<file path="config.mk">
export PLATFORM = sky130hd
export DESIGN_NAME = htwd_out_reg_flat
export DESIGN_NICKNAME = d
export VERILOG_FILES = /design/src/rtl/htwd_pkg.sv /design/src/rtl/htwd_out_if.sv /design/src/rtl/htwd_out_reg.sv /design/src/flat_wrapper.sv
export SDC_FILE = /design/constraint.sdc
export NUM_CORES = 1
export LEC_CHECK = 0
export BUFFER_PORTS_ARGS = -buffer_cell sky130_fd_sc_hd__buf_2
export CAP_MARGIN = 30
export CORE_AREA = 4 4 41 43
export DETAILED_ROUTE_END_ITERATION = 16
export DIE_AREA = 0 0 45 47
export GPL_TIMING_DRIVEN = 0
export PLACE_DENSITY_LB_ADDON = 0.15
export SYNTH_ARGS = -nofsm -noshare
export SYNTH_HDL_FRONTEND = slang
export SYNTH_SLANG_ARGS = --single-unit
</file>
<file path="constraint.sdc">
create_clock -name clk -period 1.1 [get_ports clk]
set_input_delay 0.055 -clock clk [delete_from_list [all_inputs] [get_ports clk]]
set_output_delay 0.055 -clock clk [all_outputs]
set_load 0.03 [all_outputs]
</file>
<file path="src/rtl/htwd_pkg.sv">
// Package for the Huffman tree-walk decoder: field widths, the node-table
// entry layout, operation codes and the output word type.
// No dependencies.
package htwd_pkg;

  localparam int IDX_W          = 9;
  localparam int SYM_W          = 8;
  localparam int CNT_W          = 4;
  localparam int NODE_COUNT_DEF = 512;

  localparam logic [CNT_W-1:0] MAX_BITS = CNT_W'(8);

  localparam logic OP_WRITE  = 1'b0;
  localparam logic OP_DECODE = 1'b1;

  typedef struct packed {
    logic [IDX_W-1:0] left_child;
    logic [IDX_W-1:0] right_child;
    logic             has_left;
    logic             has_right;
    logic [SYM_W-1:0] leaf_symbol;
  } node_t;

  typedef struct packed {
    logic             valid;
    logic [SYM_W-1:0] symbol;
    logic             last_of_item;
  } out_push_t;

  function automatic logic is_leaf(input node_t n);
    return !n.has_left && !n.has_right;
  endfunction

endpackage

</file>
<file path="src/rtl/htwd_out_if.sv">
// Result channel of the Huffman tree-walk decoder: valid/ready plus one
// decoded symbol word. Depends on htwd_pkg.
interface htwd_out_if
  import htwd_pkg::*;
();
  logic             valid;
  logic             ready;
  logic [SYM_W-1:0] symbol;
  logic             last_of_item;

  modport source (output valid, symbol, last_of_item, input ready);
  modport sink   (input valid, symbol, last_of_item, output ready);
endinterface

</file>
<file path="src/rtl/htwd_out_reg.sv">
// Output register stage of the Huffman tree-walk decoder. Holds one result
// word so the walk can continue while the word waits. Depends on htwd_pkg.
module htwd_out_reg
  import htwd_pkg::*;
(
  input  logic            clk,
  input  logic            rst_n,
  input  out_push_t       push,
  output logic            slot_free,
  htwd_out_if.source      out_ch
);

  logic             valid_r;
  logic [SYM_W-1:0] symbol_r;
  logic             last_r;

  assign slot_free = !valid_r || out_ch.ready;

  always_ff @(posedge clk) begin
    if (!rst_n) begin
      valid_r <= 1'b0;
    end else if (slot_free) begin
      valid_r <= push.valid;
    end
  end

  always_ff @(posedge clk) begin
    if (slot_free && push.valid) begin
      symbol_r <= push.symbol;
      last_r   <= push.last_of_item;
    end
  end

  assign out_ch.valid        = valid_r;
  assign out_ch.symbol       = symbol_r;
  assign out_ch.last_of_item = last_r;

endmodule

</file>
<file path="src/flat_wrapper.sv">
// flat-port wrapper written by rule: the top's interface ports become plain ports
module htwd_out_reg_flat import htwd_pkg::*;
  (clk, rst_n, push, slot_free, out_ch_valid, out_ch_symbol, out_ch_last_of_item, out_ch_ready);
  htwd_out_if out_ch_i ();
  input  logic clk;
  input  logic rst_n;
  input  out_push_t push;
  output logic slot_free;
  output wire logic [$bits(out_ch_i.valid)-1:0] out_ch_valid;
  output wire logic [$bits(out_ch_i.symbol)-1:0] out_ch_symbol;
  output wire logic [$bits(out_ch_i.last_of_item)-1:0] out_ch_last_of_item;
  input wire logic [$bits(out_ch_i.ready)-1:0] out_ch_ready;
  assign out_ch_valid = out_ch_i.valid;
  assign out_ch_symbol = out_ch_i.symbol;
  assign out_ch_last_of_item = out_ch_i.last_of_item;
  assign out_ch_i.ready = out_ch_ready;
  htwd_out_reg u_core (.clk(clk), .rst_n(rst_n), .push(push), .slot_free(slot_free), .out_ch(out_ch_i));
endmodule
</file>
==> Word level (Yosys, flattened, before mapping) <==
Cells that the tools add are included.
{ "totals": {"regBits": 10, "output_inout_bits": 11} }
{ "op_classes": {"n_reduce_logical": 3} }
{ "ops": {"columns": ["op", "n"], "rows": [
  ["1-bit logical AND", 1],
  ["1-bit zero test", 1],
  ["1-bit logical OR", 1]
]} }

==> Longest topological paths before layout <==
{ "depth": {"word_depth": 3, "ltp_mapped": 2, "mapped_depth_nobuf": 2} }

==> Worst setup path after synthesis <==
OpenSTA, ideal clock, no wires.
{ "synth_path": {"path_type": "reg2reg", "from": "reg u_core.valid_r (netlist: u_core.out_ch.valid)", "to": "reg u_core.last_r (netlist: u_core.out_ch.last_of_item), enable pin", "setup_time_ns": 0.250, "t_arrival_ns": 0.900, "t_required_ns": 0.850, "path_slack_ns": -0.050, "stages_incl_launch_ff": 3, "n_path_buf": 0, "path_cell_list": "dfxtp_1 > nand2b_4 > and2_4"} }
{ "synth_via": {"elab_chain_len": 3} }
{ "synth_lines": {"columns": ["item", "line_no", "text"], "rows": [
  ["start, declared", "htwd_out_reg.sv:13", "logic valid_r;"],
  ["start signal, assigned", "htwd_out_reg.sv:23", "valid_r <= push.valid;"],
  ["1-bit zero test", "htwd_out_reg.sv:17", "assign slot_free = !valid_r || out_ch.ready;"],
  ["1-bit logical OR", "htwd_out_reg.sv:17", null],
  ["via slot_free", "flat_wrapper.sv:8", "output logic slot_free;"],
  ["1-bit logical AND", "htwd_out_reg.sv:28", "if (slot_free && push.valid) begin"],
  ["end signal, assigned", "htwd_out_reg.sv:30", "last_r <= push.last_of_item;"],
  ["end, declared", "htwd_out_reg.sv:15", "logic last_r;"]
]} }
The timed path passes the listed nets, and every way through them passes these cells.
A chain may end at the register's enable or synchronous reset.

==> Worst setup path in the final report <==
{ "layout_path": {"from": "reg u_core.valid_r (netlist: u_core.out_ch.valid)", "to": "out slot_free"} }
{ "layout_via": {"elab_chain_len": 2} }
{ "layout_lines": {"columns": ["item", "line_no"], "rows": [
  ["1-bit zero test", "htwd_out_reg.sv:17"],
  ["1-bit logical OR", "htwd_out_reg.sv:17"],
  ["end, declared", "flat_wrapper.sv:8"]
]} }
No other way between the ends.

==> impl_metrics.py <==
metrics = {
    "critical_path": {
        "r2r_cells": 2,
        "cp_data_required_time_ns": 1.04,
        "rrSetupSlack_ns": 0.19,
        "rr_endpoint": "u_core.out_ch.symbol[7]$_DFFE_PP_",
        "crit_type": "flop to output port",
        "rr_startpoint": "u_core.out_ch.valid$_SDFFE_PN0P_",
        "startpoint_type": "flop",
        "arrival_ns": 0.86,
        "critical_path.slowest_cell": "dfxtp_2",
        "path_max_fanout": 3,
        "critPathTopFamily": "flip-flops",
        "path_buf_inv": 1,
        "crit_chain": "nand2b_4 > buf_2",
        "max_stage_delay_ns": 0.34,
        "cp-end-kind": "output port",
    },
    "logic_synthesis": {
        "syn_area_um2": 328,
        "synth.net_count": 27,
        "synth_area_leaders": "edfxtp_1 82%, dfxtp_1 6.1%, nand2b_4 4.2%",
        "yosysTopAreaCellShare": 0.824,
        "yosysTopAreaCell": "edfxtp_1",
        "ys_seq_elements": 10,
        "synth_cell_types": 6,
        "netlist_instances": 14,
        "yosysWarnings": 0,
        "ys_seq_area_frac": 0.885,
        "syn_area_per_cell_um2": 23.4,
    },
    "timing": {
        "final-max-slew-violation-count": 0,
        "rsz0062_at_grt": "false",
        "min_period_over_period": 0.831,
        "clock.fmax_mhz": 1090,
        "hold_viol": 0,
        "fin_crit_ns": 0.914,
        "tns_ns": 0,
        "setup_viol": 0,
        "tightest_slew_ns": 0.160,
        "slew_headroom": 0.894,
        "hold_slack_ns": 0.0207,
        "setup_ws_ns": 0.186,
        "skew_ns": 0.00254,
    },
    "cells_and_area": {
        "final_area_um2": 579,
        "multiInputGateArea_um2": 33.8,
        "fillers": 128,
        "drive_gt1_frac": 0.600,
        "nets": 64,
        "final_util": 0.445,
        "regArea_um2": 292,
        "antennaDiodeCount": 0,
        "syn2layout_area_growth_pct": 76.7,
    },
    "floorplanning": {
        "start_util": 0.252,
        "io_pins": 24,
        "die_height_um": 47,
        "rows": 13,
        "die_w_um": 45,
        "die_area_mm2": 0.00212,
        "design.core.area_mm2": 0.00130,
    },
    "drt": {
        "route.detailed.drc": 0,
        "drt_iter0_drc": 3,
        "ant_nets": 0,
        "post_drt_wl_per_cell_um": 10.7,
        "dr_total_vias": 244,
        "wirelength_um": 694,
        "first_pass_iters": 2,
        "routed_via_density": 3.75,
    },
    "grt": {
        "grt_pass1_wl_um": 1060,
        "antenna_found_initial": 0,
        "grt.overflow.total": 0,
        "grt_start_max_net_pins": 10,
        "grt_pass1_vias": 269,
        "track_usage": 0.0785,
    },
    "cts": {
        "cts_buffers": 3,
        "post_cts_resized": 0,
        "cts_tree": "yes",
        "clk_latency_ns": 0.26,
        "htreeDepth": 1,
        "path_clk_slew_ns": 0.06,
        "cts_max_path_buffers": 2,
        "root_buffer": "clkbuf_4",
        "cts.sinks": 10,
    },
    "placement": {
        "gp_congestion": 0.599,
        "numPortBuffers": 23,
        "placed_area_um2": 463,
        "pre_cts_ws_ns": 0.191,
    },
    "worst_hold_path": {
        "hold_end": "u_core.out_ch.valid$_SDFFE_PN0P_",
        "min_path_type": "input pin to flop",
        "min_path_cells": 2,
        "holdCritStartpoint": "rst_n",
    },
    "power_and_ir_drop": {
        "ir_worst_vdd_mv": 0.854,
        "leakage_uw": 0.000259,
        "power.density_mw_per_mm2": 1440,
    },
    "flow_run": {
        "drv_cap": 0,
    },
    "outcome": {
        "outcome": "complete, no violations",
    },
}
==> state kept, by name, summed over array words and instances (netlist names) <==
register	count
u_core.out_ch.last_of_item	1
u_core.out_ch.symbol	8
u_core.out_ch.valid	1
==> cells by family after synthesis <==
logic type	share of synthesized area
DFF	0.886
buffers and inverters	0.0114
AOI/OAI and AO/OA	0.0343
and+or+nand+nor	0.0687
==> layout by cell type, fill, tap and decap left out, drive strengths merged <==
master        n
and2          1
clkbuf        3
buf          23
dfxtp         1
edfxtp        9
inv           1
dlygate4sd3   9
a21boi        1
clkinv        1
nand2b        1
==> routing by layer <==
| metal | track usage | share of wire | vias to the layer above |
|---|---|---|---|
| met3 | 0.0345 | 0.12 | 0 |
| met4 | 0.0702 | 0 | 0 |
| met2 | 0.136 | 0.52 | 17 |
| met1 | 0.0686 | 0.36 | 103 |
| li1 | - | - | 124 |
| met5 | 0 | 0 | - |
==> how the worst max path moves through the flow <==
stage	startpoint	depth (start not counted)	slack (ns)	end
after floorplan	u_core.out_ch.valid$_SDFFE_PN0P_	2	0.07	u_core.out_ch.last_of_item$_DFFE_PP_
after global placement	u_core.out_ch.valid$_SDFFE_PN0P_	2	0.21	u_core.out_ch.symbol[6]$_DFFE_PP_
after detailed placement	u_core.out_ch.valid$_SDFFE_PN0P_	2	0.19	u_core.out_ch.symbol[7]$_DFFE_PP_
after CTS	u_core.out_ch.valid$_SDFFE_PN0P_	2	0.17	slot_free
after global routing	u_core.out_ch.valid$_SDFFE_PN0P_	2	0.15	slot_free
final	u_core.out_ch.valid$_SDFFE_PN0P_	2	0.19	slot_free
==> synth_stat cells <==
cell and number:
edfxtp_1 9, a21boi_2 1, nand2b_4 1, inv_1 1, and2_4 1, dfxtp_1 1
==> power breakdown <==
| group | switching, uW | internal (uW) | total [uW] |
|---|---|---|---|
| Sequential | 6.49 | 440 | 447 |
| Combinational | 74.4 | 58.9 | 133 |
| Clock | 124 | 131 | 255 |
==> layout make-up <==
type / instances / area share
clock buffer: 3 / 0.0389
sequential: 10 / 0.503
clock inverter: 1 / 0.00648
multi-input combinational: 3 / 0.0583
inverter: 1 / 0.00648
timing repair buffer: 32 / 0.354
tap: 15 / 0.0324
==> through the flow <==
stage          total power [uW]  cells
2_1_floorplan               521     14
4_1_cts                     849     65
3_3_place_gp                562     52
3_5_place_dp                565     52
6_report                    835     65
5_1_grt                     891     65
==> what timing repair did <==
action,in CTS,in global routing
hold buffers,9,0
endpoints found under the hold margin,9,0
buffers inserted,0,0
(Power assumes the default switching activity.)
